**src/rtl/glos_pkg.sv**
```systemverilog
// shared constants, command type and helpers for the grid line-of-sight unit
package glos_pkg;

    // map geometry, border included
    localparam int MAP_ROWS = 64;
    localparam int MAP_COLS = 64;

    // interior bitmap: one memory row per interior map row, one bit per interior column
    localparam int ROW_CNT = MAP_ROWS - 2;
    localparam int COL_CNT = MAP_COLS - 2;
    localparam int ROW_AW  = $clog2(ROW_CNT);
    localparam int COL_W   = $clog2(COL_CNT);

    localparam int COORD_W = 8;
    localparam int ERR_W   = COORD_W + 2;

    // stream widths
    localparam int IN_W   = 40;
    localparam int USER_W = 2;
    localparam int OUT_W  = 8;

    // short command queue between front and back
    localparam int Q_DEPTH = 2;
    localparam int Q_AW    = $clog2(Q_DEPTH);
    localparam int Q_CW    = $clog2(Q_DEPTH + 1);

    localparam logic [COORD_W-1:0] X_MAX = COORD_W'(MAP_ROWS - 2);
    localparam logic [COORD_W-1:0] Y_MAX = COORD_W'(MAP_COLS - 2);

    // action codes on the input stream
    localparam logic [USER_W-1:0] ACT_WRITE = 2'd0;
    localparam logic [USER_W-1:0] ACT_READ  = 2'd1;
    localparam logic [USER_W-1:0] ACT_LOS   = 2'd2;
    localparam logic [USER_W-1:0] ACT_NONE  = 2'd3;

    // command kinds after classification
    localparam logic [2:0] KIND_NONE  = 3'd0;  // answer 0, no bitmap access
    localparam logic [2:0] KIND_WALL  = 3'd1;  // answer 1, no bitmap access
    localparam logic [2:0] KIND_WRITE = 3'd2;
    localparam logic [2:0] KIND_READ  = 3'd3;
    localparam logic [2:0] KIND_LOS   = 3'd4;

    typedef struct packed {
        logic [2:0]                kind;
        logic [COORD_W-1:0]        x0;
        logic [COORD_W-1:0]        y0;
        logic [COORD_W-1:0]        x1;
        logic [COORD_W-1:0]        y1;
        logic                      wv;
        logic [COORD_W-1:0]        dx;
        logic [COORD_W-1:0]        dy;
        logic                      neg_x;
        logic                      neg_y;
        logic signed [ERR_W-1:0]   err0;
    } cmd_t;

    // true for an interior cell
    function automatic logic cell_inside(input logic [COORD_W-1:0] x,
                                         input logic [COORD_W-1:0] y);
        return (x >= COORD_W'(1)) && (x <= X_MAX) && (y >= COORD_W'(1)) && (y <= Y_MAX);
    endfunction

    // memory row of an interior cell
    function automatic logic [ROW_AW-1:0] row_of(input logic [COORD_W-1:0] x);
        logic [COORD_W-1:0] t;
        t = x - COORD_W'(1);
        return t[ROW_AW-1:0];
    endfunction

    // bit within the row of an interior cell
    function automatic logic [COL_W-1:0] col_of(input logic [COORD_W-1:0] y);
        logic [COORD_W-1:0] t;
        t = y - COORD_W'(1);
        return t[COL_W-1:0];
    endfunction

endpackage

```
**src/rtl/glos_fifo.sv**
```systemverilog
// two-entry command queue between front and back
module glos_fifo (
    input  logic           clk,
    input  logic           rst_n,
    input  logic           push,
    input  glos_pkg::cmd_t push_cmd,
    output logic           full,
    input  logic           pop,
    output glos_pkg::cmd_t head,
    output logic           empty
);
    import glos_pkg::*;

    cmd_t            entry_reg [Q_DEPTH];
    logic [Q_AW-1:0] wr_ptr_reg;
    logic [Q_AW-1:0] wr_ptr_next;
    logic [Q_AW-1:0] rd_ptr_reg;
    logic [Q_AW-1:0] rd_ptr_next;
    logic [Q_CW-1:0] count_reg;
    logic [Q_CW-1:0] count_next;

    assign full  = (count_reg == Q_CW'(Q_DEPTH));
    assign empty = (count_reg == '0);
    assign head  = entry_reg[rd_ptr_reg];

    // pointer and fill count update
    always_comb
    begin
        wr_ptr_next = wr_ptr_reg;
        rd_ptr_next = rd_ptr_reg;
        count_next  = count_reg;
        if (push)
        begin
            wr_ptr_next = (wr_ptr_reg == Q_AW'(Q_DEPTH - 1)) ? '0 : wr_ptr_reg + Q_AW'(1);
        end
        if (pop)
        begin
            rd_ptr_next = (rd_ptr_reg == Q_AW'(Q_DEPTH - 1)) ? '0 : rd_ptr_reg + Q_AW'(1);
        end
        if (push && !pop)
        begin
            count_next = count_reg + Q_CW'(1);
        end
        else if (pop && !push)
        begin
            count_next = count_reg - Q_CW'(1);
        end
    end

    // control registers
    always_ff @(posedge clk or negedge rst_n)
    begin
        if (!rst_n)
        begin
            wr_ptr_reg <= '0;
            rd_ptr_reg <= '0;
            count_reg  <= '0;
        end
        else
        begin
            wr_ptr_reg <= wr_ptr_next;
            rd_ptr_reg <= rd_ptr_next;
            count_reg  <= count_next;
        end
    end

    // entry storage
    always_ff @(posedge clk)
    begin
        if (push)
        begin
            entry_reg[wr_ptr_reg] <= push_cmd;
        end
    end

    // checks
    a_count_bound: assert property (@(posedge clk) disable iff (!rst_n)
        count_reg <= Q_CW'(Q_DEPTH))
        else $error("command queue count beyond depth");

    a_no_pop_empty: assert property (@(posedge clk) disable iff (!rst_n)
        pop |-> (count_reg != '0))
        else $error("command popped from empty queue");

endmodule

```
**config.mk**
```make
export PLATFORM = sky130hd
export DESIGN_NAME = glos_fifo
export DESIGN_NICKNAME = d
export VERILOG_FILES = /design/src/rtl/glos_pkg.sv /design/src/rtl/glos_fifo.sv
export SDC_FILE = /design/constraint.sdc
export NUM_CORES = 1
export LEC_CHECK = 0
export ABC_AREA = 1
export BUFFER_PORTS_ARGS = -buffer_cell sky130_fd_sc_hd__buf_4
export CAP_MARGIN = 0
export CORE_MARGIN = 3
export CORE_UTILIZATION = 26
export CTS_CLUSTER_SIZE = 14
export DETAILED_ROUTE_END_ITERATION = 12
export PLACE_DENSITY_LB_ADDON = 0.25
export SETUP_SLACK_MARGIN = 0.02
export SLEW_MARGIN = 20
export SYNTH_ARGS = -nofsm -noshare
export SYNTH_HDL_FRONTEND = slang
export SYNTH_SLANG_ARGS = --single-unit
```
**constraint.sdc**
```tcl
create_clock -name clk -period 4.2 [get_ports clk]
set_input_delay 0.84 -clock clk [delete_from_list [all_inputs] [get_ports clk]]
set_output_delay 0.84 -clock clk [all_outputs]
set_load 0.005 [all_outputs]
```
## Word-level counts from Yosys, hierarchy flattened

Memories as Yosys holds them, arrays and structs flattened.
Index checks and enable logic that the tools add are counted.

| operators by class | value |
|---|---|
| $add $sub $neg | 4 |
| equal/unequal tests | 1 |
| multiplexer cells | 6 |
| reductions and logical operators | 6 |

Operators by type and width:

| kind | number |
|---|---|
| 1-bit two-way mux | 4 |
| 2-bit two-way mux | 2 |
| 1-bit adder, second input constant | 2 |
| 2-bit by 1-bit adder with 2-bit output, second input constant | 1 |
| 2-bit == test, second input constant | 1 |
| 1-bit logical AND | 2 |
| 1-bit zero test | 2 |
| 2-bit zero test | 1 |
| 2-bit nonzero test | 1 |
| 2-bit by 1-bit subtractor with 2-bit output, second input constant | 1 |

| storage, ports and cells | value |
|---|---|
| register bits | 4 |
| bits in writable memories | 128 |
| input bits | 68 |
| output and inout bits | 66 |
| word-level logic and storage cells | 21 |
| memories kept | 1 |

Memory list:

| name | depth | bits a word | read ports | clocked after memory_dff | wr ports | line | RTL |
|---|---|---|---|---|---|---|---|
| entry_reg | 2 | 64 | 1 | 0 | 1 | glos_fifo.sv:14 | `cmd_t entry_reg [Q_DEPTH];` |

## Longest topological paths before layout

| logic depth | value |
|---|---|
| depth in word-level cells | 4 |
| mapped depth | 7 |
| mapped depth without buffers | 7 |

## Worst setup path before layout

No wires, ideal clock.

| path | value |
|---|---|
| path type | input to register |
| start | input push |
| end | memory entry_reg[0][0] (netlist bit) (enable) |
| library setup time | 0.488 ns |
| arrival | 3.564 ns |
| required time | 3.712 ns |
| setup slack | 0.148 ns |
| cell stages on the path | 2 |
| buffers on the path | 0 |
| cells stage by stage | inv_1 nor2_1 |

| on the way | value |
|---|---|
| longest elaborated chain between the ends | 2 |

RTL lines:

| element | line | RTL |
|---|---|---|
| from (decl) | glos_fifo.sv:5 | `input logic push,` |
| 1-bit two-way mux | glos_fifo.sv:70 | `if (push)` |
| 1-bit two-way mux (implied by the code) | glos_fifo.sv:72 | `entry_reg[wr_ptr_reg] <= push_cmd;` |
| to (decl) | glos_fifo.sv:14 |  |

No other way between the ends.

==> results.sh <==
export IMPL_finalMaxSlewViolations=0
export IMPL_layout_skew_ns=0.00811
export IMPL_p_per_area_mw_per_mm2=664
export IMPL_most_numerous_cell_types_in_the_synthesized_netlist="128 x edfxtp_1, 50 x mux2_4, 14 x mux2_2, 7 x inv_1, 6 x buf_6"
export IMPL_setup_total_negative_slack_ns=0
export IMPL_ctsResizeCount=0
export IMPL_max_freq_mhz=351
export IMPL_detail_route_wl_per_cell_um=14.7
export IMPL_detail_route_wirelength_mm=9.50
export IMPL_postSynthRegisterBits=132
export IMPL_tightest_slew_ns=0.758
export IMPL_multi_input_area_um2=996
export IMPL_grt_start_max_net_pins=61
export IMPL_ys_flop_type="edfxtp_1"
export IMPL_leakagePower_nw=2.73
export IMPL_timing_worst_setup_path_type="reg -> out"
export IMPL_routabilityCongestion=0.655
export IMPL_die_area_mm2=0.0211
export IMPL_synthArstFlopShare_pct=3.03
export IMPL_yosysWarningCount=0
export IMPL_globalRoute_totalOverflow=0
export IMPL_cts_setup_buffers=0
export IMPL_avgViaCountPerCell=3.89
export IMPL_syn2layout_area_growth_pct=37.4
export IMPL_fin_area_mm2=0.00691
export IMPL_max_cap_viol_count=0
export IMPL_postSynthAreaPerCell_um2=22.5
export IMPL_tritoncts_clock_tree="yes"
export IMPL_synthesis_area_mm2=0.00503
export IMPL_hold_worst_slack_ns=0.212
export IMPL_core_area_mm2=0.0188
export IMPL_first_iter_violations=109
export IMPL_antenna_cells=0
export IMPL_final_net_count=443
export IMPL_grt_antenna_before_repair=0
export IMPL_num_vias=2518
export IMPL_detailedPlacementHpwl_mm=6.08
export IMPL_switchingPower_mw=1.17
export IMPL_postSynthCellCount=224
export IMPL_crit_path_start_kind="flip-flop"
export IMPL_initial_core_util_pct=26.7
export IMPL_finalHoldViolations=0
export IMPL_placed_cell_area_mm2=0.00634
export IMPL_yosys_area_top_type_share_pct=76.4
export IMPL_power_switching_share_pct=25.4
export IMPL_drt_drc_violations_left=0
export IMPL_chipWidth_um=145
export IMPL_grt_pass1_vias=2898
export IMPL_synth_fp_nets=293
export IMPL_cts_clk_slew_worst_paths_ns=0.06
export IMPL_critical_path_arrival_ns=2.01
export IMPL_power_mw=4.59
export IMPL_outcome="finished clean"
export IMPL_required_ns=3.36
export IMPL_clock_latency_ns=0.41
export IMPL_dp_cells=614
export IMPL_dr_pass1_iters=4
export IMPL_place_port_buffers=133
export IMPL_total_clock_sinks=132
export IMPL_final_cell_count_no_fill=647
export IMPL_cts_buffer_depth=2
export IMPL_worst_setup_path_end_kind="primary output"
export IMPL_synth_largest_area_cell="edfxtp_1"
export IMPL_period_needed_ns=2.85
export IMPL_synthDistinctLibCells=14
export IMPL_cts_buffers_inserted=17
export IMPL_die_height_um=145
export IMPL_route_antenna_remaining_nets=0
export IMPL_clock_power_share_pct=30.1
export IMPL_comb_power_share_pct=28.8
export IMPL_share_seq_of_total_power_pct=41.1
export IMPL_final_layout_size_suffix_gt1_share_pct=59.4
export IMPL_seq_area_mm2=0.00395
export IMPL_grt_pass1_wl_mm=15.2
export IMPL_yosysSeqAreaShare_pct=78.4
export IMPL_largest_register_ffs=128
export IMPL_power_ir_vdd_worst_uv=318
export IMPL_internal_power_mw=3.43
export IMPL_synth_edf_count=128
export IMPL_htree_num_levels=4
export IMPL_synthTopCellsByArea="edfxtp_1 76%, mux2_4 15%, mux2_2 3.1%"
export IMPL_post_route_period_util_pct=67.8
export IMPL_design_portCount=134
export IMPL_crit_path_max_fanout=36
export IMPL_final_setup_viol_count=0
export IMPL_cts_hold_buf=0
export IMPL_ctsRootBufferMaster="clkbuf_16"
export IMPL_synth_most_common_cell="edfxtp_1"
export IMPL_grt_setup_unrepaired="false"
export IMPL_timing_hold_worst_class="in -> async"
export IMPL_global_route_usage_total_pct=9.39
export IMPL_floorplan_rows=50
export IMPL_filler_instances=1799
export IMPL_relSlewSlack_pct=49.4
-- final timing paths --
check	from	to	slack, ns	depth (start not counted)
setup / recovery	rd_ptr_reg	head[43]	1.35	3
hold / removal	rst_n	count_reg[0]	0.21	1
setup reg to reg	wr_ptr_reg	entry_reg[1][47]	2.35	3
hold reg to reg	count_reg[1]	count_reg[1]	0.51	2
max in group asynchronous	rst_n	rd_ptr_reg	3.87	1
min in group clk	count_reg[1]	count_reg[1]	0.51	2
-- through the flow --
stage                     util [%]  setup WS (ns)
final                         36.7           1.35
after global routing          36.7           1.24
after CTS                     36.6          0.920
after detailed placement      33.7           1.38
after global placement        33.7           1.39
after floorplan                  -          0.148
-- cell type report --
| type | count | share of cell area [%] |
|---|---|---|
| clock inverter | 13 | 1.68 |
| sequential | 132 | 57.1 |
| inverter | 7 | 0.398 |
| clock buffer | 19 | 6.26 |
| tap | 260 | 4.71 |
| multi-input combinational | 78 | 14.4 |
| timing repair buffer | 138 | 15.5 |
-- logic make-up after synthesis --
group	count (synthesis)	share of synthesized area, %
mux	64	18.1
flops	132	78.4
buf+inv	14	1.96
fa+ha+maj	1	0.249
simple gates	10	0.821
xor+xnor	3	0.522
-- per-layer routing --
metal  vias up  track usage (%)  part of all wire, %
li1       1171                -                    -
met1      1228             10.3                   40
met2       102             15.0                   50
met3        17             4.62                  7.7
met4         0             4.99                  2.7
met5         -                0                    0
-- power by group through the flow --
stage               logic (mW)  clock network (mW)  registers (mW)
floorplan                0.816                   0            1.84
global placement          1.26                   0            2.00
detailed placement        1.26                   0            2.01
CTS                       1.26                1.43            1.99
global route              1.43                1.49            1.92
finish                    1.32                1.38            1.89
-- worst max-delay path, cell delays in order, from the launching register on --
cell and delay (ns):
dfrtp_4 0.74, buf_16 0.30, mux2_2 0.37, buf_4 0.14
-- cell usage in the layout (no fill, tap or decap), drive strengths merged --
master    Yosys  final
clkinv        0      9
ha            1      1
nand3         1      1
nor2          3      3
nand4         1      1
nand2         5      5
clkbuf        0     19
xnor2         1      1
inv           7      6
dfrtp         4      4
clkinvlp      0      3
edfxtp      128    128
bufinv        0      2
xor2          2      2
mux2         64     64
buf           7    138
Note: power is estimated with default switching activity, not from simulation.
