**config.mk**
```make
export PLATFORM = sky130hd
export DESIGN_NAME = glos_front
export DESIGN_NICKNAME = d
export VERILOG_FILES = /design/src/rtl/glos_pkg.sv /design/src/rtl/glos_front.sv
export SDC_FILE = /design/constraint.sdc
export NUM_CORES = 1
export LEC_CHECK = 0
export ABC_AREA = 1
export BUFFER_PORTS_ARGS = -buffer_cell sky130_fd_sc_hd__buf_4
export CORE_UTILIZATION = 51
export DETAILED_ROUTE_END_ITERATION = 6
export GPL_TIMING_DRIVEN = 0
export PLACE_DENSITY = 0.89
export REMOVE_ABC_BUFFERS = 1
export SETUP_SLACK_MARGIN = 0.5
export SYNTH_ARGS = -nofsm -noshare
export SYNTH_HDL_FRONTEND = slang
export SYNTH_SLANG_ARGS = --single-unit
```
**constraint.sdc**
```tcl
create_clock -name vclk -period 3.5
set_clock_uncertainty 0.1 [all_clocks]
set_input_delay 0.35 -clock vclk [all_inputs]
set_output_delay 0.35 -clock vclk [all_outputs]
set_load 0.02 [all_outputs]
```
**src/rtl/glos_pkg.sv**
```systemverilog
// shared constants, command type and helpers for the grid line-of-sight unit
package glos_pkg;

    // map geometry, border included
    localparam int MAP_ROWS = 64;
    localparam int MAP_COLS = 64;

    // interior bitmap: one memory row per interior map row, one bit per interior column
    localparam int ROW_CNT = MAP_ROWS - 2;
    localparam int COL_CNT = MAP_COLS - 2;
    localparam int ROW_AW  = $clog2(ROW_CNT);
    localparam int COL_W   = $clog2(COL_CNT);

    localparam int COORD_W = 8;
    localparam int ERR_W   = COORD_W + 2;

    // stream widths
    localparam int IN_W   = 40;
    localparam int USER_W = 2;
    localparam int OUT_W  = 8;

    // short command queue between front and back
    localparam int Q_DEPTH = 2;
    localparam int Q_AW    = $clog2(Q_DEPTH);
    localparam int Q_CW    = $clog2(Q_DEPTH + 1);

    localparam logic [COORD_W-1:0] X_MAX = COORD_W'(MAP_ROWS - 2);
    localparam logic [COORD_W-1:0] Y_MAX = COORD_W'(MAP_COLS - 2);

    // action codes on the input stream
    localparam logic [USER_W-1:0] ACT_WRITE = 2'd0;
    localparam logic [USER_W-1:0] ACT_READ  = 2'd1;
    localparam logic [USER_W-1:0] ACT_LOS   = 2'd2;
    localparam logic [USER_W-1:0] ACT_NONE  = 2'd3;

    // command kinds after classification
    localparam logic [2:0] KIND_NONE  = 3'd0;  // answer 0, no bitmap access
    localparam logic [2:0] KIND_WALL  = 3'd1;  // answer 1, no bitmap access
    localparam logic [2:0] KIND_WRITE = 3'd2;
    localparam logic [2:0] KIND_READ  = 3'd3;
    localparam logic [2:0] KIND_LOS   = 3'd4;

    typedef struct packed {
        logic [2:0]                kind;
        logic [COORD_W-1:0]        x0;
        logic [COORD_W-1:0]        y0;
        logic [COORD_W-1:0]        x1;
        logic [COORD_W-1:0]        y1;
        logic                      wv;
        logic [COORD_W-1:0]        dx;
        logic [COORD_W-1:0]        dy;
        logic                      neg_x;
        logic                      neg_y;
        logic signed [ERR_W-1:0]   err0;
    } cmd_t;

    // true for an interior cell
    function automatic logic cell_inside(input logic [COORD_W-1:0] x,
                                         input logic [COORD_W-1:0] y);
        return (x >= COORD_W'(1)) && (x <= X_MAX) && (y >= COORD_W'(1)) && (y <= Y_MAX);
    endfunction

    // memory row of an interior cell
    function automatic logic [ROW_AW-1:0] row_of(input logic [COORD_W-1:0] x);
        logic [COORD_W-1:0] t;
        t = x - COORD_W'(1);
        return t[ROW_AW-1:0];
    endfunction

    // bit within the row of an interior cell
    function automatic logic [COL_W-1:0] col_of(input logic [COORD_W-1:0] y);
        logic [COORD_W-1:0] t;
        t = y - COORD_W'(1);
        return t[COL_W-1:0];
    endfunction

endpackage

```
**src/rtl/glos_front.sv**
```systemverilog
// front end: accepts input transfers and classifies them into commands
module glos_front (
    input  logic                        s_tvalid,
    output logic                        s_tready,
    input  logic [glos_pkg::IN_W-1:0]   s_tdata,
    input  logic [glos_pkg::USER_W-1:0] s_tuser,
    input  logic                        q_full,
    output logic                        q_push,
    output glos_pkg::cmd_t              q_cmd
);
    import glos_pkg::*;

    logic [COORD_W-1:0] x0;
    logic [COORD_W-1:0] y0;
    logic [COORD_W-1:0] x1;
    logic [COORD_W-1:0] y1;
    logic               wv;
    logic               start_in;
    logic               same_pt;
    logic [COORD_W-1:0] dx;
    logic [COORD_W-1:0] dy;

    // field unpack
    assign x0 = s_tdata[7:0];
    assign y0 = s_tdata[15:8];
    assign x1 = s_tdata[23:16];
    assign y1 = s_tdata[31:24];
    assign wv = s_tdata[32];

    assign s_tready = !q_full;
    assign q_push   = s_tvalid && !q_full;

    assign start_in = cell_inside(x0, y0);
    assign same_pt  = (x0 == x1) && (y0 == y1);
    assign dx       = (x1 > x0) ? x1 - x0 : x0 - x1;
    assign dy       = (y1 > y0) ? y1 - y0 : y0 - y1;

    // classification and walk setup
    always_comb
    begin
        q_cmd.x0    = x0;
        q_cmd.y0    = y0;
        q_cmd.x1    = x1;
        q_cmd.y1    = y1;
        q_cmd.wv    = wv;
        q_cmd.dx    = dx;
        q_cmd.dy    = dy;
        q_cmd.neg_x = !(x0 < x1);
        q_cmd.neg_y = !(y0 < y1);
        q_cmd.err0  = (dx > dy) ? $signed({2'b00, 1'b0, dx[COORD_W-1:1]})
                                : -$signed({2'b00, 1'b0, dy[COORD_W-1:1]});
        unique case (s_tuser)
            ACT_WRITE: q_cmd.kind = start_in ? KIND_WRITE : KIND_NONE;
            ACT_READ:  q_cmd.kind = start_in ? KIND_READ : KIND_WALL;
            ACT_LOS:   q_cmd.kind = same_pt ? KIND_NONE : (start_in ? KIND_LOS : KIND_WALL);
            ACT_NONE:  q_cmd.kind = KIND_NONE;
            default:   q_cmd.kind = KIND_NONE;
        endcase
    end

endmodule

```
Word-level counts from Yosys, hierarchy flattened
Cells that the tools add are included.
{"block": "op_classes", "n_addsub": 5, "magnitude_cmp": 9, "n_eq_ne": 5, "muxes": 8, "n_reduce_logical": 9}
{"cell": "$sub A8 B8 Y8", "count": 4}
{"cell": "$gt A8 B8 Y1", "count": 3}
{"cell": "$eq A8 B8 Y1", "count": 2}
{"cell": "$ge A8 B1 Y1 const B", "count": 2}
{"cell": "$le A8 B6 Y1 const B", "count": 2}
{"cell": "$lt A8 B8 Y1", "count": 2}
{"cell": "$mux W8", "count": 2}
{"cell": "$pmux W3 S4", "count": 1}
{"cell": "$mux W10", "count": 1}
{"cell": "$neg A7 Y10", "count": 1}
{"cell": "$mux W3", "count": 2}
{"cell": "$logic_and A1 B1 Y1", "count": 5}
{"cell": "$eq A2 B2 Y1 const B", "count": 2}
{"cell": "$mux W2", "count": 2}
{"cell": "$logic_not A1 Y1", "count": 3}
{"cell": "$eq A2 B1 Y1 const B", "count": 1}
{"cell": "$logic_not A2 Y1", "count": 1}
{"block": "word_totals", "ff_bits": 0, "input_bits": 44, "out_inout_bits": 66, "wordCells": 36}

Longest topological paths before layout
Gate-level depths: netlist of run 1.
{"block": "logic_depth", "ltp_word": 7, "ltp_mapped": 22, "mapped_depth_nobuf": 22}

Worst setup path after synthesis of run 1
Ideal clock, no wire load.
{"block": "synth_timing", "kind": "in2out", "start": "in s_tdata[16] (netlist name)", "end": "out q_cmd[7] (netlist name)", "t_arrival_ns": 3.295, "required_time_ns": 3.050, "setup_slack_ns": -0.245, "path_stages": 19, "n_path_buf": 1, "path_cell_list": "inv_1 ha_1 inv_1 fa_1 nand2_1 nand2_1 nand3_2 nand2_2 nand2_4 nand2_1 o21ai_0 xor2_1 ha_1 nand2_1 nor2_1 a211oi_1 nand2_2 buf_8 a21oi_1"}
{"element": "from (decl)", "line": "glos_front.sv:5", "text": "input logic [glos_pkg::IN_W-1:0] s_tdata,"}
{"element": "to (decl)", "line": "glos_front.sv:9", "text": "output glos_pkg::cmd_t q_cmd"}

==> summary.txt, run 1 <==
Outcome
  – Outcome: complete, but fails checks
  – Failing checks: negative setup slack

Cells and area
  – CLK BUF: 0
  – Layout cells sized above 1: 46.8%
  – Finished Core Util: 80.9%
  – Nets: 599
  – Most frequent cells in the layout: buf_4, nand2_1, inv_1
  – Antenna cell count: 0
  – Seq_cells: 0
  – Most common cell after layout, fill and taps aside: buf_4
  – Register Area: 0 um^2
  – Area Growth Syn to Fin: 51.9%
  – Non-filler instance count after layout: 578

Setup path
  – Cell Chain, Critical Path: buf_4 -> inv_1 -> ha_1 -> nand2_1 -> o21ai_1 -> nand2_1 -> nand3_1 -> nand2_1 -> o21ai_1 -> xor2_2 -> ha_4 -> nand2_4 -> nor2_2 -> a211oi_2 -> nand2_4 -> nand2_4 -> nand2_1 -> nand2_1 -> buf_6
  – Worst path bufs/invs: 3
  – CP Data Required Time: 3.05 ns
  – Most used cell, CP: nand2_1
  – Crit path max-delay family: simple AND/OR/NAND/NOR gates
  – WP data arrival: 3.41 ns
  – Slowest cell on the critical path: ha_1
  – Largest stage delay, worst path: 0.41 ns
  – WS Path Type: in2out
  – CP Launch Type: input pin
  – Crit-path max FO: 7
  – Worst setup EP type: output pin

STA
  – Final hold slack: 0.600 ns
  – Final Cycle Share: 110%
  – Max frequency: 259 MHz
  – Slew HR: 68.3%
  – Least-Margin Pin Slew: 0.474 ns
  – Min cycle time layout: 3.86 ns
  – Final Max Tran Viols: 0
  – Final Hold Vio Count: 0
  – Setup violations, final: 11
  – RSZ-0062 raised after global routing: yes
  – Final WS setup: -0.356 ns

Pwr
  – LEAKAGE: 2.09 nW
  – Pwr Density: 451 mW/mm^2
  – VDD IR max: 0.319 mV

Synth
  – Synth top area cells: ha_1, nand2_1, inv_1
  – Yosys top cell area share: 18.8%
  – Post-Synthesis Cell Area: 0.00253 mm^2
  – Gate Count Post-Synth: 410
  – Yosys top cell by area: ha_1
  – Yosys cell types: 33
  – Syn Area/Cell: 6.18 um^2
  – Synth warn: 0
  – Register area share after synthesis: 0%

Die
  – Ports: 110
  – Cell Rows: 25
  – Die span in x: 72.5 um
  – Die area: 0.00525 mm^2
  – Die Span Y: 72.5 um
  – Core Box Area: 0.00475 mm^2
  – Initial cell density of the core: 53.3%

Drt
  – DR WL/cell: 15.8 um
  – DRT antenna net count: 0
  – # DRC: 0
  – TritonRoute pass-1 iters: 6
  – Vias/cell: 5.36
  – Vias: 3098
  – Initial drt markers: 244
  – Routed WL: 9130 um

Global routing
  – Pin count of the biggest net entering global routing: 9
  – Vias in the first global route: 2570
  – Initial antenna violation count: 0
  – GR Util All Layers: 26.7%
  – First-pass GRT wire length: 11500 um
  – Grt ovf: 0

Placement
  – Input/output buffers: 101
  – GPL Wtd Cong: 0.923
  – DP Cell Count: 540
  – Hpwl dp: 5470 um

CTS
  – Hold Buf Count CTS: 0

Min path
  – Tightest Hold Check Type: in2out

Run
  – Total of max-cap violations: 0
through the flow:
stage	TNS (ns)	total power, mW	worst slack [ns]	cell area, um^2
floorplan	-3.86	0.718	-0.410	2240
CTS	-1.06	1.40	-0.134	3480
detailed placement	-8.54	1.14	-0.902	3090
global route	-3.93	1.84	-0.435	3850
global placement	-8.07	1.11	-0.852	3090
finish	-3.20	1.73	-0.356	3850
synth_stat cells, drive strengths merged (4+ instances only):
master and n:
buf 38, o21ai 10, nand4 6, a21oi 23, nand2 114, ha 38
nand3 22, fa 4, nor2 30, xor2 18, inv 86
per-layer routing:
metal / wire [um] / up-vias / global-route usage [%]
li1: - / 1433 / -
met1: 3310 / 1373 / 34.8
met2: 4510 / 224 / 47.6
met3: 736 / 68 / 1.39
met4: 578 / 0 / 6.97
met5: 0 / - / 0
where the power goes:
part,switching (mW),internal [mW],total (mW)
sequential,0,0,0
clock,0,0,0
combinational,0.944,0.790,1.73
path summary, 6_finish.rpt:
| kind | cells past startpoint | end | from | slack (ns) |
|---|---|---|---|---|
| max | 19 | q_cmd[0] | s_tdata[1] | -0.36 |
| min | 0 | q_cmd[28] | s_tdata[32] | 0.60 |
cell type report:
class / count / area, um^2
fillers: 334 / 908
inverters: 86 / 328
multi-input cells: 287 / 2300
well taps: 67 / 83.8
repair buffers: 138 / 1130
repair_timing:
action,CTS,global route
endpoints found under the hold margin,0,0
pin swaps,18,28
setup buffers,25,12
resized for setup,50,62
gates cloned,1,0
setup endpoints to repair,10,11
kinds of logic after synthesis:
group / share of synthesized area (%)
mux: 0.840
compound gates: 9.78
simple gates: 36.1
buf+inv: 24.1
xor+xnor: 7.26
fa+ha+maj: 21.9
(Power assumes the default switching activity.)
==> inputs of run 2 (changes only) <==
- PLACE_DENSITY: 0.89 -> 0.85
==> summary.txt, run 2 (same netlist as run 1, synthesis figures left out) <==
Pwr
  – LEAKAGE: 2.06 nW
  – Combinational share of power: 100.0%
  – Int Power: 0.729 mW
  – Switch Pwr: 0.891 mW
  – Sw frac: 55.0%
  – Reg power frac: 0%
  – Pwr Density: 429 mW/mm^2
  – Clock power share: 0%
  – VDD IR max: 0.312 mV
  – Total power: 1.62 mW

Cells and area
  – Nets: 595
  – Register Area: 0 um^2
  – Layout cells sized above 1: 45.8%
  – Area Growth Syn to Fin: 49.0%
  – Antenna cell count: 0
  – Finished Core Util: 79.4%
  – Seq_cells: 0
  – CLK BUF: 0
  – Most common cell after layout, fill and taps aside: buf_4
  – Most frequent cells in the layout: buf_4, nand2_1, inv_1
  – Fillers: 342

STA
  – RSZ-0062 raised after global routing: yes
  – Final Max Tran Viols: 0
  – Max frequency: 269 MHz
  – Min cycle time layout: 3.71 ns
  – Least-Margin Pin Slew: 0.368 ns
  – Final Cycle Share: 106%
  – Final Hold Vio Count: 0
  – Setup violations, final: 10
  – Slew HR: 75.2%
  – Final WS setup: -0.215 ns

Drt
  – Routed met1 length: 3290 um
  – DRT antenna net count: 0
  – # DRC: 0
  – Routed WL: 8650 um
  – DR top layer: met4
  – Met2 WL post-DR: 4400 um
  – Vias/cell: 5.34
  – DR WL met3: 628 um
  – TritonRoute pass-1 iters: 5
  – Initial drt markers: 247
  – DR WL/cell: 15.1 um
  – Vias: 3066

Die
  – Die span in x: 72.5 um
  – Initial cell density of the core: 53.3%
  – Die Span Y: 72.5 um
  – Core Box Area: 0.00475 mm^2
  – Die area: 0.00525 mm^2
  – Ports: 110
  – Cell Rows: 25

Setup path
  – Crit-path max FO: 7
  – Worst setup EP type: output pin
  – WP data arrival: 3.26 ns
  – CP Data Required Time: 3.05 ns
  – WS Path Type: in2out
  – Slowest cell on the critical path: fa_2
  – CP Launch Type: input pin
  – Largest stage delay, worst path: 0.36 ns
  – Cell Chain, Critical Path: buf_8 -> inv_4 -> ha_4 -> inv_2 -> fa_2 -> nand2_2 -> nand2_2 -> nand3_2 -> nand2_4 -> nand2_8 -> nor2_4 -> a21oi_2 -> o21ai_1 -> xnor2_1 -> inv_1 -> ha_4 -> nand2_4 -> buf_6 -> nor2_4 -> nand4_1 -> buf_6 -> buf_8 -> a21oi_2 -> buf_4

Min path
  – Worst hold start: s_tdata[32]
  – Hold EP: q_cmd[28]
  – Tightest Hold Check Type: in2out
  – WHS Path Cells: 0

Global routing
  – Grt ovf: 0
  – Initial antenna violation count: 0
  – First-pass GRT wire length: 11400 um
  – GR Util All Layers: 26.2%
  – Vias in the first global route: 2671
  – Pin count of the biggest net entering global routing: 9

Run
  – Total of max-cap violations: 0

Outcome
  – Outcome: complete, but fails checks
  – Failing checks: negative setup slack

Placement
  – GPL Wtd Cong: 0.878
  – Input/output buffers: 101
  – Hpwl dp: 5540 um
[run 2: cell count changes in the layout (fill, tap and decap cells not counted), sizes merged]
cell  delta
buf      -4
[run 2: cell type report]
| cell class | count | area [um^2] | share of cell area, % |
|---|---|---|---|
| Inverter | 86 | 328 | 8.69 |
| Tap cell | 67 | 83.8 | 2.22 |
| Timing Repair Buffer | 134 | 1100 | 29.1 |
| Multi-Input combinational cell | 287 | 2260 | 60.0 |
[run 2: how the worst max path moves through the flow]
stage,from,endpoint,slack (ns),cells past startpoint
after floorplan,s_tdata[16],q_cmd[7],-0.41,16
after CTS,s_tdata[16],q_cmd[9],-0.02,22
final,s_tdata[16],q_cmd[8],-0.21,24
after global placement,s_tdata[16],q_cmd[2],-0.82,23
after global routing,s_tdata[1],q_cmd[7],-0.43,16
after detailed placement,s_tdata[16],q_cmd[1],-0.86,23
[run 2: per-layer routing]
metal / vias to the layer above / track usage [%]
li1: 1425 / -
met1: 1409 / 32.7
met2: 192 / 48.6
met3: 40 / 1.81
met4: 0 / 6.32
met5: - / 0
[run 2: per-stage QoR]
| stage | setup WS, ns | cells | cell area [um^2] | setup TNS (ns) | hold slack, ns |
|---|---|---|---|---|---|
| 6_report | -0.215 | 574 | 3770 | -1.97 | 0.600 |
| 5_1_grt | -0.425 | 574 | 3770 | -4.11 | 0.600 |
| 4_1_cts | -0.0170 | 561 | 3470 | -0.0578 | 0.600 |
| 3_5_place_dp | -0.861 | 540 | 3090 | -8.07 | 0.600 |
| 3_3_place_gp | -0.817 | 540 | 3090 | -7.70 | 0.600 |
| 2_1_floorplan | -0.410 | 372 | 2240 | -3.86 | 0.600 |
[run 2: power by group through the flow]
stage                     clock [mW]  sequential, mW  combinational [mW]
final                              0               0                1.62
after CTS                          0               0                1.40
after detailed placement           0               0                1.14
after global placement             0               0                1.11
after floorplan                    0               0               0.718
after global routing               0               0                1.72
[run 2: repair_timing]
action	4_1_cts	5_1_grt
cloned	1	0
buffers inserted	20	13
resized for setup	54	48
pin swaps	14	16
endpoints found under the setup margin	10	11
hold buffers	0	0
hold endpoints to repair	0	0
[run 2: critical path: cells and delay by family]
family	cells	cell delay [ns]
fa+ha+maj	3	0.78
buf+inv	8	0.84
simple gates	9	0.73
xor+xnor	1	0.18
compound gates	3	0.38
==> inputs of run 3 (changes only) <==
- CORE_MARGIN: unset -> 4
==> summary.txt, run 3 (same netlist as run 1, synthesis figures left out) <==
Outcome
  – Outcome: complete, but fails checks
  – Failing checks: negative setup slack

Cells and area
  – Seq_cells: 0
  – Fillers: 335
  – CLK BUF: 0
  – Register Area: 0 um^2
  – Area Growth Syn to Fin: 47.5%
  – Antenna cell count: 0
  – Most frequent cells in the layout: buf_4, inv_1, nand2_1
  – Most common cell after layout, fill and taps aside: buf_4
  – Finished Core Util: 78.6%
  – Layout cells sized above 1: 46.3%
  – Nets: 591

Die
  – Die area: 0.00616 mm^2
  – Core Box Area: 0.00475 mm^2
  – Die Span Y: 78.5 um
  – Initial cell density of the core: 53.3%
  – Cell Rows: 25
  – Die span in x: 78.5 um
  – Ports: 110

Setup path
  – Largest stage delay, worst path: 0.32 ns
  – Worst setup EP type: output pin
  – CP Data Required Time: 3.05 ns
  – Cell Chain, Critical Path: buf_4 -> inv_1 -> ha_4 -> buf_4 -> nand2_1 -> nor2_1 -> nor2_1 -> o21ai_0 -> xor2_1 -> mux2_2 -> inv_4 -> ha_4 -> a21oi_2 -> nor2_2 -> a211oi_2 -> nand2_4 -> buf_12 -> a21oi_2 -> buf_4
  – Worst path bufs/invs: 6
  – Crit-path max FO: 6
  – WS Path Type: in2out
  – WP data arrival: 3.22 ns
  – Slowest cell on the critical path: mux2_2
  – CP Launch Type: input pin
  – Crit path max-delay family: buffers and inverters
  – Most used cell, CP: buf_4

Global routing
  – Vias in the first global route: 2721
  – Grt ovf: 0
  – First-pass GRT wire length: 11500 um
  – Pin count of the biggest net entering global routing: 9
  – Initial antenna violation count: 0
  – GR Util All Layers: 21.8%

Pwr
  – VDD IR max: 0.312 mV
  – Pwr Density: 435 mW/mm^2
  – Total power: 1.63 mW
  – LEAKAGE: 2.04 nW

STA
  – Least-Margin Pin Slew: 0.385 ns
  – Min cycle time layout: 3.67 ns
  – Setup violations, final: 10
  – RSZ-0062 raised after global routing: yes
  – Sum of negative setup slack: -1.51 ns
  – Final Cycle Share: 105%
  – Final Hold Vio Count: 0
  – Slew HR: 74.1%
  – Final WS setup: -0.168 ns
  – Max frequency: 273 MHz
  – Final Max Tran Viols: 0

Drt
  – TritonRoute pass-1 iters: 6
  – Initial drt markers: 161
  – Vias/cell: 5.21
  – DR WL/cell: 14.3 um
  – # DRC: 0
  – DRT antenna net count: 0
  – Routed WL: 8140 um
  – Vias: 2972

Min path
  – Hold EP: q_cmd[28]
  – WHS Path Cells: 0
  – Worst hold start: s_tdata[32]
  – Tightest Hold Check Type: in2out

Placement
  – Input/output buffers: 101
  – Hpwl dp: 5620 um
  – GPL Wtd Cong: 0.883

Run
  – Total of max-cap violations: 0

CTS
  – Hold Buf Count CTS: 0
-- run 3: cell count changes in the layout (fill, tap and decap cells not counted), moves of 3 or more --
cell / delta
inv_1: +3
inv_2: -3
nand2_1: -9
buf_6: -7
nand2_2: +8
buf_4: +5
o21ai_1: -3
-- run 3: how the worst max path moves through the flow --
stage	start	to	slack [ns]	cells past startpoint
6_report	s_tdata[4]	q_cmd[8]	-0.17	19
5_1_grt	s_tdata[16]	q_cmd[2]	-0.32	24
3_5_place_dp	s_tdata[16]	q_cmd[1]	-0.89	23
4_1_cts	s_tdata[16]	q_cmd[8]	-0.15	23
3_3_place_gp	s_tdata[16]	q_cmd[1]	-0.79	23
2_1_floorplan	s_tdata[16]	q_cmd[7]	-0.41	16
-- run 3: area by class of cell --
cell class	instances	area [um^2]	area share, %
well taps	67	83.8	2.24
multi-input cells	286	2280	61.1
inverters	86	328	8.77
repair buffers	131	1040	27.9
-- run 3: through the flow --
| stage | setup slack [ns] | hold slack (ns) | std cells | instance area (um^2) |
|---|---|---|---|---|
| floorplan | -0.410 | 0.600 | 372 | 2240 |
| global placement | -0.787 | 0.600 | 540 | 3090 |
| detailed placement | -0.891 | 0.600 | 540 | 3090 |
| CTS | -0.153 | 0.600 | 557 | 3390 |
| global route | -0.325 | 0.600 | 570 | 3740 |
| finish | -0.168 | 0.600 | 570 | 3740 |
-- run 3: per-layer routing --
metal | track usage, % | wire [um] | vias up
li1 | - | - | 1422
met1 | 26.5 | 3130 | 1367
met2 | 42.7 | 4120 | 151
met3 | 1.49 | 591 | 32
met4 | 2.27 | 295 | 0
met5 | 0 | 0 | -
-- run 3: report_power, final --
group	switching, mW	internal (mW)
registers	0	0
logic	0.900	0.727
clock network	0	0
-- run 3: repair_timing --
| action | in CTS | in global routing |
|---|---|---|
| pin swaps | 21 | 31 |
| setup endpoints to repair | 10 | 10 |
| setup buffers | 17 | 13 |
| cloned | 0 | 0 |
| gates resized for setup | 42 | 54 |
