### src/rtl/glos_pkg.sv
// shared constants, command type and helpers for the grid line-of-sight unit
package glos_pkg;

    // map geometry, border included
    localparam int MAP_ROWS = 64;
    localparam int MAP_COLS = 64;

    // interior bitmap: one memory row per interior map row, one bit per interior column
    localparam int ROW_CNT = MAP_ROWS - 2;
    localparam int COL_CNT = MAP_COLS - 2;
    localparam int ROW_AW  = $clog2(ROW_CNT);
    localparam int COL_W   = $clog2(COL_CNT);

    localparam int COORD_W = 8;
    localparam int ERR_W   = COORD_W + 2;

    // stream widths
    localparam int IN_W   = 40;
    localparam int USER_W = 2;
    localparam int OUT_W  = 8;

    // short command queue between front and back
    localparam int Q_DEPTH = 2;
    localparam int Q_AW    = $clog2(Q_DEPTH);
    localparam int Q_CW    = $clog2(Q_DEPTH + 1);

    localparam logic [COORD_W-1:0] X_MAX = COORD_W'(MAP_ROWS - 2);
    localparam logic [COORD_W-1:0] Y_MAX = COORD_W'(MAP_COLS - 2);

    // action codes on the input stream
    localparam logic [USER_W-1:0] ACT_WRITE = 2'd0;
    localparam logic [USER_W-1:0] ACT_READ  = 2'd1;
    localparam logic [USER_W-1:0] ACT_LOS   = 2'd2;
    localparam logic [USER_W-1:0] ACT_NONE  = 2'd3;

    // command kinds after classification
    localparam logic [2:0] KIND_NONE  = 3'd0;  // answer 0, no bitmap access
    localparam logic [2:0] KIND_WALL  = 3'd1;  // answer 1, no bitmap access
    localparam logic [2:0] KIND_WRITE = 3'd2;
    localparam logic [2:0] KIND_READ  = 3'd3;
    localparam logic [2:0] KIND_LOS   = 3'd4;

    typedef struct packed {
        logic [2:0]                kind;
        logic [COORD_W-1:0]        x0;
        logic [COORD_W-1:0]        y0;
        logic [COORD_W-1:0]        x1;
        logic [COORD_W-1:0]        y1;
        logic                      wv;
        logic [COORD_W-1:0]        dx;
        logic [COORD_W-1:0]        dy;
        logic                      neg_x;
        logic                      neg_y;
        logic signed [ERR_W-1:0]   err0;
    } cmd_t;

    // true for an interior cell
    function automatic logic cell_inside(input logic [COORD_W-1:0] x,
                                         input logic [COORD_W-1:0] y);
        return (x >= COORD_W'(1)) && (x <= X_MAX) && (y >= COORD_W'(1)) && (y <= Y_MAX);
    endfunction

    // memory row of an interior cell
    function automatic logic [ROW_AW-1:0] row_of(input logic [COORD_W-1:0] x);
        logic [COORD_W-1:0] t;
        t = x - COORD_W'(1);
        return t[ROW_AW-1:0];
    endfunction

    // bit within the row of an interior cell
    function automatic logic [COL_W-1:0] col_of(input logic [COORD_W-1:0] y);
        logic [COORD_W-1:0] t;
        t = y - COORD_W'(1);
        return t[COL_W-1:0];
    endfunction

endpackage

### src/rtl/glos_ram.sv
// generic single-write, single-read ram with registered read data
module glos_ram #(
    parameter int WIDTH = 8,
    parameter int DEPTH = 16
) (
    input  logic                     clk,
    input  logic                     wr_en,
    input  logic [$clog2(DEPTH)-1:0] wr_addr,
    input  logic [WIDTH-1:0]         wr_data,
    input  logic                     rd_en,
    input  logic [$clog2(DEPTH)-1:0] rd_addr,
    output logic [WIDTH-1:0]         rd_data
);

    logic [WIDTH-1:0] mem [DEPTH];

    // write port
    always_ff @(posedge clk)
    begin
        if (wr_en)
        begin
            mem[wr_addr] <= wr_data;
        end
    end

    // registered read port
    always_ff @(posedge clk)
    begin
        if (rd_en)
        begin
            rd_data <= mem[rd_addr];
        end
    end

endmodule

### src/rtl/glos_back.sv
// back end: bitmap access, line walk and the output register
module glos_back (
    input  logic                       clk,
    input  logic                       rst_n,
    input  logic                       q_empty,
    input  glos_pkg::cmd_t             q_head,
    output logic                       q_pop,
    output logic                       m_tvalid,
    input  logic                       m_tready,
    output logic [glos_pkg::OUT_W-1:0] m_tdata
);
    import glos_pkg::*;

    localparam logic [2:0] S_IDLE = 3'd0;
    localparam logic [2:0] S_WMOD = 3'd1;
    localparam logic [2:0] S_RCHK = 3'd2;
    localparam logic [2:0] S_WALK = 3'd3;
    localparam logic [2:0] S_OUT  = 3'd4;

    logic [2:0]              state_reg;
    logic [2:0]              state_next;
    logic [COORD_W-1:0]      cur_x_reg;
    logic [COORD_W-1:0]      cur_x_next;
    logic [COORD_W-1:0]      cur_y_reg;
    logic [COORD_W-1:0]      cur_y_next;
    logic [COORD_W-1:0]      end_x_reg;
    logic [COORD_W-1:0]      end_y_reg;
    logic [COORD_W-1:0]      dx_reg;
    logic [COORD_W-1:0]      dy_reg;
    logic                    neg_x_reg;
    logic                    neg_y_reg;
    logic signed [ERR_W-1:0] err_reg;
    logic signed [ERR_W-1:0] err_next;
    logic                    wv_reg;
    logic                    load_cmd;
    logic                    chk_vld_reg;
    logic                    chk_vld_next;
    logic [COL_W-1:0]        chk_col_reg;
    logic [COL_W-1:0]        chk_col_next;
    logic                    rowv_reg;
    logic                    res_reg;
    logic                    res_next;
    logic                    out_valid_reg;
    logic                    out_valid_next;
    logic                    out_bit_reg;
    logic                    out_load;
    logic [ROW_CNT-1:0]      row_valid_reg;
    logic [ROW_CNT-1:0]      row_valid_next;

    logic                    rd_en;
    logic [ROW_AW-1:0]       rd_addr;
    logic [COL_CNT-1:0]      rd_data;
    logic                    wr_en;
    logic [ROW_AW-1:0]       wr_row;
    logic [COL_CNT-1:0]      wr_data;

    logic                    cell_bit;
    logic                    hit;
    logic signed [ERR_W-1:0] dx_s;
    logic signed [ERR_W-1:0] dy_s;
    logic                    step_x;
    logic                    step_y;

    // wall bitmap, one row per interior map row
    glos_ram #(
        .WIDTH (COL_CNT),
        .DEPTH (ROW_CNT)
    ) u_bitmap (
        .clk     (clk),
        .wr_en   (wr_en),
        .wr_addr (wr_row),
        .wr_data (wr_data),
        .rd_en   (rd_en),
        .rd_addr (rd_addr),
        .rd_data (rd_data)
    );

    // a row never written reads as floor
    assign cell_bit = rowv_reg && rd_data[chk_col_reg];
    assign hit      = chk_vld_reg && cell_bit;

    // bresenham step decision
    assign dx_s   = $signed({2'b00, dx_reg});
    assign dy_s   = $signed({2'b00, dy_reg});
    assign step_x = (err_reg > -dx_s);
    assign step_y = (err_reg < dy_s);

    // read-modify-write row for a cell write
    assign wr_row = row_of(cur_x_reg);
    always_comb
    begin
        wr_data = rowv_reg ? rd_data : '0;
        wr_data[chk_col_reg] = !wv_reg;
    end

    assign out_load = (state_reg == S_OUT) && (!out_valid_reg || m_tready);
    assign m_tvalid = out_valid_reg;
    assign m_tdata  = OUT_W'(out_bit_reg);

    // command sequencer
    always_comb
    begin
        state_next     = state_reg;
        cur_x_next     = cur_x_reg;
        cur_y_next     = cur_y_reg;
        err_next       = err_reg;
        chk_vld_next   = chk_vld_reg;
        chk_col_next   = chk_col_reg;
        res_next       = res_reg;
        row_valid_next = row_valid_reg;
        load_cmd       = 1'b0;
        q_pop          = 1'b0;
        rd_en          = 1'b0;
        rd_addr        = row_of(cur_x_reg);
        wr_en          = 1'b0;
        unique case (state_reg)
            S_IDLE:
            begin
                if (!q_empty)
                begin
                    q_pop      = 1'b1;
                    load_cmd   = 1'b1;
                    cur_x_next = q_head.x0;
                    cur_y_next = q_head.y0;
                    err_next   = q_head.err0;
                    rd_addr    = row_of(q_head.x0);
                    unique case (q_head.kind)
                        KIND_WRITE:
                        begin
                            rd_en        = 1'b1;
                            chk_col_next = col_of(q_head.y0);
                            state_next   = S_WMOD;
                        end
                        KIND_READ:
                        begin
                            rd_en        = 1'b1;
                            chk_col_next = col_of(q_head.y0);
                            chk_vld_next = 1'b1;
                            state_next   = S_RCHK;
                        end
                        KIND_LOS:
                        begin
                            state_next = S_WALK;
                        end
                        KIND_WALL:
                        begin
                            res_next   = 1'b1;
                            state_next = S_OUT;
                        end
                        default:
                        begin
                            res_next   = 1'b0;
                            state_next = S_OUT;
                        end
                    endcase
                end
            end
            S_WMOD:
            begin
                wr_en                  = 1'b1;
                row_valid_next[wr_row] = 1'b1;
                res_next               = 1'b0;
                state_next             = S_OUT;
            end
            S_RCHK:
            begin
                res_next     = cell_bit;
                chk_vld_next = 1'b0;
                state_next   = S_OUT;
            end
            S_WALK:
            begin
                // one cell read issued per cycle, checked on the next
                priority if (hit)
                begin
                    res_next     = 1'b1;
                    chk_vld_next = 1'b0;
                    state_next   = S_OUT;
                end
                else if ((cur_x_reg == end_x_reg) && (cur_y_reg == end_y_reg))
                begin
                    res_next     = 1'b0;
                    chk_vld_next = 1'b0;
                    state_next   = S_OUT;
                end
                else if (!cell_inside(cur_x_reg, cur_y_reg))
                begin
                    res_next     = 1'b1;
                    chk_vld_next = 1'b0;
                    state_next   = S_OUT;
                end
                else
                begin
                    rd_en        = 1'b1;
                    chk_vld_next = 1'b1;
                    chk_col_next = col_of(cur_y_reg);
                    err_next     = err_reg - (step_x ? dy_s : '0) + (step_y ? dx_s : '0);
                    if (step_x)
                    begin
                        cur_x_next = neg_x_reg ? cur_x_reg - COORD_W'(1)
                                               : cur_x_reg + COORD_W'(1);
                    end
                    if (step_y)
                    begin
                        cur_y_next = neg_y_reg ? cur_y_reg - COORD_W'(1)
                                               : cur_y_reg + COORD_W'(1);
                    end
                end
            end
            S_OUT:
            begin
                if (out_load)
                begin
                    state_next = S_IDLE;
                end
            end
            default:
            begin
                state_next = S_IDLE;
            end
        endcase
    end

    // output register holds one result while the back end moves on
    always_comb
    begin
        out_valid_next = out_valid_reg;
        if (out_load)
        begin
            out_valid_next = 1'b1;
        end
        else if (m_tready)
        begin
            out_valid_next = 1'b0;
        end
    end

    // control registers
    always_ff @(posedge clk or negedge rst_n)
    begin
        if (!rst_n)
        begin
            state_reg     <= S_IDLE;
            chk_vld_reg   <= 1'b0;
            out_valid_reg <= 1'b0;
            row_valid_reg <= '0;
        end
        else
        begin
            state_reg     <= state_next;
            chk_vld_reg   <= chk_vld_next;
            out_valid_reg <= out_valid_next;
            row_valid_reg <= row_valid_next;
        end
    end

    // datapath registers
    always_ff @(posedge clk)
    begin
        cur_x_reg   <= cur_x_next;
        cur_y_reg   <= cur_y_next;
        err_reg     <= err_next;
        chk_col_reg <= chk_col_next;
        res_reg     <= res_next;
        if (load_cmd)
        begin
            end_x_reg <= q_head.x1;
            end_y_reg <= q_head.y1;
            dx_reg    <= q_head.dx;
            dy_reg    <= q_head.dy;
            neg_x_reg <= q_head.neg_x;
            neg_y_reg <= q_head.neg_y;
            wv_reg    <= q_head.wv;
        end
        if (rd_en)
        begin
            rowv_reg <= row_valid_reg[rd_addr];
        end
        if (out_load)
        begin
            out_bit_reg <= res_reg;
        end
    end

    // checks
    a_chk_in_use: assert property (@(posedge clk) disable iff (!rst_n)
        chk_vld_reg |-> (state_reg == S_WALK || state_reg == S_RCHK))
        else $error("pending cell check outside read or walk");

    a_out_from_seq: assert property (@(posedge clk) disable iff (!rst_n)
        $rose(m_tvalid) |-> $past(state_reg == S_OUT))
        else $error("result shown without sequencer hand-off");

    a_row_marked: assert property (@(posedge clk) disable iff (!rst_n)
        wr_en |=> row_valid_reg[$past(wr_row)])
        else $error("written bitmap row not marked valid");

endmodule

### config.mk
export PLATFORM = sky130hd
export DESIGN_NAME = glos_back
export DESIGN_NICKNAME = d
export VERILOG_FILES = /design/src/rtl/glos_pkg.sv /design/src/rtl/glos_ram.sv /design/src/rtl/glos_back.sv
export SDC_FILE = /design/constraint.sdc
export NUM_CORES = 2
export LEC_CHECK = 0
export BUFFER_PORTS_ARGS = -buffer_cell sky130_fd_sc_hd__buf_4
export CORE_ASPECT_RATIO = 1.4
export CORE_UTILIZATION = 45
export CTS_CLUSTER_SIZE = 10
export DETAILED_ROUTE_END_ITERATION = 8
export SLEW_MARGIN = 20
export SYNTH_ARGS = -nofsm -noshare
export SYNTH_HDL_FRONTEND = slang
export SYNTH_SLANG_ARGS = --single-unit
export TNS_END_PERCENT = 20
### constraint.sdc
create_clock -name clk -period 16.8 [get_ports clk]
set_input_delay 0.84 -clock clk [delete_from_list [all_inputs] [get_ports clk]]
set_output_delay 0.84 -clock clk [all_outputs]
set_load 0.01 [all_outputs]
; Word-level counts from Yosys, hierarchy flattened
; Memory sizes are Yosys's and may differ from the RTL's. A register that Yosys moved wholly into a read port is not among the register bits.
; Index checks and enable logic that the tools add are counted.
[op_classes]
n_addsub = 9
magnitude_cmp = 11
n_eq_ne = 21
mux = 68
n_bitwise = 1
n_reduce_logical = 27
[ops]
columns = operator, n
row1 = 2-to-1 mux 8 bit, 14
row2 = bitwise mux 62 bit, 1
row3 = 2-to-1 mux 62 bit, 1
row4 = bitwise OR 62 bit, 1
row5 = 2-to-1 mux 6 bit, 7
row6 = 2-to-1 mux 10 bit, 4
row7 = one-hot mux 8 bit (2 select lines), 2
row8 = 2-to-1 mux 1 bit, 22
row9 = < comparator 6 x 7 -> 1 bit (second input constant), 3
row10 = one-hot mux 10 bit (2 select lines), 1
row11 = inequality test 2 bit (second input constant), 9
row12 = AND reduction 6 bit, 3
row13 = adder 8 x 1 -> 8 bit (second input constant), 2
row14 = == test 8 bit, 2
row15 = greater-or-equal comparator 8 x 1 -> 1 bit (second input constant), 2
row16 = less-or-equal comparator 8 x 6 -> 1 bit (second input constant), 2
row17 = subtractor 8 x 1 -> 8 bit (second input constant), 2
row18 = 2-to-1 mux 3 bit, 5
row19 = binary-select mux 1 bit (select 6 bit), 2
row20 = demux 1 bit (select 6 bit), 2
row21 = == test 3 x 2 -> 1 bit (second input constant), 4
row22 = greater-or-equal comparator 6 x 1 -> 1 bit (second input constant), 2
row23 = one-hot mux 3 bit (4 select lines), 1
row24 = one-hot mux 6 bit (2 select lines), 1
row25 = other kinds (26), 42
[word_totals]
ff_bits = 137
ram_bits = 3844
input_bits = 68
out_inout_bits = 10
word_cells = 156
mem_count = 1
[mem_list]
columns = name, words, width, read_ports, rd_clocked_by_memory_dff, write_ports, line_no
row1 = u_bitmap.mem, 62, 62, 1, 1, 1, glos_ram.sv:15  ; logic [WIDTH-1:0] mem [DEPTH];

; Longest topological paths before layout
[logic_depth]
depth_word = 9
ltp_mapped = 23
ltp_nobuf = 23

; Cells and area by module
; A second synthesis with hierarchy kept.
[hier_totals]
cells_unflattened = 7646
area_unflattened_um2 = 159188.9
[modules_own_cells]
columns = module, n_inst, cells_each, area_per_inst_um2, seq_area_each_um2
row1 = glos_ram, 1, 6606, 149468.4, 117292.5
row2 = glos_back, 1, 1040, 9720.6, 3778.6

; Worst setup path before layout
; Ideal clock, no wire load.
[synth_path]
kind = reg2reg
start = register chk_col_reg[4]
end = memory u_bitmap.mem[0][16] in the netlist's numbering (data pin)
setup_ns = 0.883
arrival_ns = 4.902
required_time_ns = 15.917
setup_slack_ns = 11.015
path_stages_with_launch = 6
n_path_buf = 3
period_less_slack_ns = 5.785
path_cell_list = edfxtp_1 -> clkbuf_1 -> or3b_2 -> clkbuf_1 -> clkbuf_1 -> o41ai_1
[synth_via]
elab_chain_cells = 5
elab_cells_between_ends = 6
cone_classes = 2 x order compare / 3 x mux / 1 x reduce/logical
[synth_lines]
columns = element, line_no
row1 = "start, declared", glos_back.sv:38  ; logic [COL_W-1:0] chk_col_reg;
row2 = "start signal, assigned", glos_back.sv:263  ; chk_col_reg <= chk_col_next;
row3 = < comparator 6 x 7 -> 1 bit (implied by the code) / greater-or-equal comparator 6 x 1 -> 1 bit (equally long branches), glos_back.sv:93  ; wr_data[chk_col_reg] = !wv_reg;
row4 = logical AND 1 bit (implied by the code), glos_back.sv:93
row5 = 2-to-1 mux 1 bit (implied by the code), glos_back.sv:93
row6 = demux 1 bit (select 6 bit) (*), glos_back.sv:93
row7 = bitwise mux 62 bit (*), glos_back.sv:93
row8 = net u_bitmap.wr_data[16], glos_ram.sv:9  ; input logic [WIDTH-1:0] wr_data,
row9 = "end, declared", glos_ram.sv:15
; Mark *: on every way through the listed nets, which the timed path passes. The rest lies on a longest branch.

; Worst setup path in the final report
[layout_path]
start = register state_reg[1]
end = register u_bitmap.rd_data[5], read port of u_bitmap.mem (data pin)
[layout_via]
elab_chain_cells = 2
elab_cells_between_ends = 4
cone_classes = 1 x eq/ne / 2 x mux / 1 x reduce/logical
[layout_lines]
columns = element, line_no
row1 = "start, declared", glos_back.sv:20  ; logic [2:0] state_reg;
row2 = "start signal, assigned", glos_back.sv:250  ; state_reg <= state_next;
row3 = == test 3 x 2 -> 1 bit / logical NOT 3 bit (equally long branches), glos_back.sv:116  ; unique case (state_reg)
row4 = one-hot mux 1 bit (2 select lines) / 2-to-1 mux 6 bit (equally long branches), glos_back.sv:116
row5 = "end, declared", glos_ram.sv:12  ; output logic [WIDTH-1:0] rd_data
; Parallel ways exist; a longest one is shown, timed or not.
; A chain may end at the register's enable or synchronous reset.

==> results.txt <==
- The run finished with clean final reports.
- Post-CTS repair changed the size of 0 cells.
* Sequential Area: between 100000 and 150000 um2
* Detailed Route WL: around 530000 um
* Vias: between 90000 and 100k
* Number of max-slew violations in the final report: 0
- The final number of hold-violating endpoints is 0.
- In the final design database the tool counted a little over 10000 nets.
- Adder-Cell Fraction of Synth Area: 0.004052
- Worst hold path endpoint: wv_reg
* Leading register cell type out of synthesis: edfxtp_1
* Number of cells on the worst hold path: 1
* Worst setup path startpoint: state_reg[1]
* Clock input transition at the sequential cells of the worst setup and hold paths: roughly 60 ps
- Post-CTS timing repair inserted 0 buffers for setup.
- Setup repair after global routing left no endpoint under its margin.
- Buffers inserted during clock tree synthesis total roughly 450.
- Area Growth Syn to Fin: 12.15%
* Layout cells sized above 1: 0.1434
- In this design, the critical path's most frequently occurring cell is buf_4.
- Most used cells in the layout excluding fill and tap cells: 3976 x edfxtp_1, 1963 x nand2_1, 708 x nand3_1
- Highest fanout seen on the critical path: 60
- Standard cell area after detailed placement: 167300 um2
- Crit share post-route: 0.3950
- Crit-path max cell delay: 790 ps
* Timing-limited maximum frequency: 0.1507 GHz
* CP required: roughly 18000 ps
- Tmin final: between 6000 and 7000 ps
- The clock passes through at most 4 buffers.
* Via count normalized by instance count: 6.467
- Counting flops with a built-in enable in the synthesized netlist gives between 3000 and 4000.
- The setup check on the worst reg-to-reg path leaves a slack of roughly 10000 ps.
* Total number of H-tree levels: 5
- In this run the tightest slew margin relative to its limit is 0.1753.
* Design area: around 180000 um2
- Power spread over the standard cell area amounts to 142.6 nW/um2.
- Distinct cells, synth: 79
- Number of max-capacitance violations reported: 0
- Detailed Route Iter0 Violations: approximately 13000
- Endpoint arrival time on the critical path: around 7300 ps
- For this run, the detailed router's first-pass iteration total came to 9.
- Insertion delay to the later sink of the worst-skew pair: 1000 ps
* Overall fraction of global-route tracks in use: 0.2923
- Core area: 353200 um2
- Area of the multi-input gates: 36900 um2
- Row generation in the floorplan step produced approximately 260 rows.
- Hold buffers post-CTS: 4
- STA classifies the critical path startpoint as a register.
- In this run the tool buffered the top-level ports with 70 buffer cells.
- The number of global-route vias before repair is ~94000.
* Average footprint of a synthesized cell: about 16 um2
- CTS root buffer: clkbuf_16
- Number of buffers and inverters on the critical path: 7
- Hold Path Class: in2reg
- In this design, the largest share of critical-path delay is due to buffers and inverters.
* Synth Instances: ~10000
- Layout filler cell count: ~29000
- Setup violations remaining at the end of the flow were counted as 0.
- In this run the cell area of the synthesized design comes to ~160000 um2.
* Worst r2r dst: u_bitmap.rd_data[5]
- Sequential element share of the synthesized area: 0.7569
- Global-route wire length before repair: 732900 um
* Initial standard-cell utilization of the core: 0.4529
- The analysis attributes to cell leakage a power of a little under 60 nW.
- Die outline width: 505.9 um
* Critical R2R Launch: state_reg[1]
- Synth Area in Compound Gates: 0.05357
- Die height: 707.4 um
- Across the VDD grid, the largest voltage drop is between 0.1 and 0.15 mV.
- Detailed-route wire length per cell: 35.37 um
* Post-Synth Simple-Gate Area: 0.08476
- Clock tree from TritonCTS: built
- Critical hold path startpoint: q_head[28]
- Leaving out fill and tap cells, the most frequent cell in the layout is edfxtp_1.
- Largest family of logic cells by synthesized area: simple AND/OR/NAND/NOR gates
- CTS saw about 4000 sinks.
* Kind of end point of the critical path: register
- Synth warn: 0
- For this design the top-level I/O count stands at 78.
* Floorplan die area: 357900 um2
- Initial antenna violation count: 26
- Of the total synthesized cell area, the portion taken by XOR and XNOR cells is 0.003066.
- The register with the most flip-flops in the layout has 3844 of them.
- Placer Congestion: between 0.8 and 0.9
* Number of nets with antenna violations after detailed routing: 0
* Setup tns final: 0 ps
* Flops & latches, synth: around 4000
- Maximum number of pins on one net before global-route repair: 151
* Remaining global-route overflow: 0
- Total power for the finished layout comes to roughly 26 mW.
* Crit path cell chain: or4_4, inv_2, buf_4, a21oi_4, buf_4, buf_4, buf_4, buf_4, buf_4, mux2_2, mux4_2, a21oi_1, o21ai_0, and3_1
* WS Path Type: reg2reg
* Library cell contributing the largest single delay on the critical path: buf_4
- Portion of netlist area occupied by mux cells: 0.07541
* Slew @ Worst Pin: approximately 1200 ps
- Number of cells on the worst reg-to-reg path: 14
* Post-route clock skew: 102.8 ps
* Async SR Flop Fraction: 0.01657
- Remaining design rule violation count: 0
- The HPWL after detailed placement is 288100 um.
synth_stat cells, drive strengths merged (67+ instances only):
cell    number  area, um2
a21oi      168      844.6
a31oi      198       1239
mux2i      497       4979
clkbuf     281       1055
nor2       134      518.0
nand2     1968       7387
dfrtp       67       1677
mux4       292       6576
nand3      708       3543
buf        358       2280
edfxtp    3976     119400
o21ai      190      950.9
a32oi      291       2549
per-stage QoR:
step	utilization	hold slack, ps	instances	setup WS, ps
floorplan	-	400.3	10030	11010
global placement	0.4736	406.1	14480	9965
detailed placement	0.4737	411.1	14480	9901
CTS	0.5078	7.486	15030	10180
global route	0.5079	16.54	15030	9942
finish	0.5080	30.54	15050	10160
worst max path at each step:
stage / slack (ps) / depth (start not counted) / endpoint
after floorplan: 11010 / 5 / u_bitmap.mem[0][16]
after global placement: 9970 / 15 / u_bitmap.rd_data[53]
after detailed placement: 9900 / 15 / u_bitmap.rd_data[5]
after CTS: 10180 / 14 / u_bitmap.rd_data[5]
after global routing: 9940 / 14 / u_bitmap.rd_data[5]
final: 10160 / 14 / u_bitmap.rd_data[5]
kinds of logic after synthesis:
| kind of cell | Yosys count |
|---|---|
| flops | 4043 |
| simple gates | 3130 |
| compound gates | 1214 |
| mux | 834 |
| buf+inv | 697 |
| xor+xnor | 56 |
| fa+ha+maj | 47 |
| other cells | 1 |
per-layer routing:
metal  global-route usage  share of wire
met5                    0        0.00016
met4               0.1604          0.063
met3              0.05518           0.10
met2               0.4835           0.48
met1               0.3629           0.35
power breakdown:
group / switching, mW / internal (mW) / leakage (nW)
Clock: 3.75 / 4.84 / 5.86
Combinational: 3.86 / 1.67 / 16.2
Sequential: 0.0984 / 11.4 / 37.2
Total: 7.70 / 17.9 / 59.3
cell type report:
type / instances / area share
clock buffer: 529 / 0.06572
sequential: 4043 / 0.6749
inverter: 58 / 0.001214
antenna: 16 / 0.0002232
clock inverter: 18 / 0.001179
timing repair buffer: 414 / 0.01845
tap: 4680 / 0.03264
multi-input combinational: 5288 / 0.2057
Power figures use the tool's default switching activity.
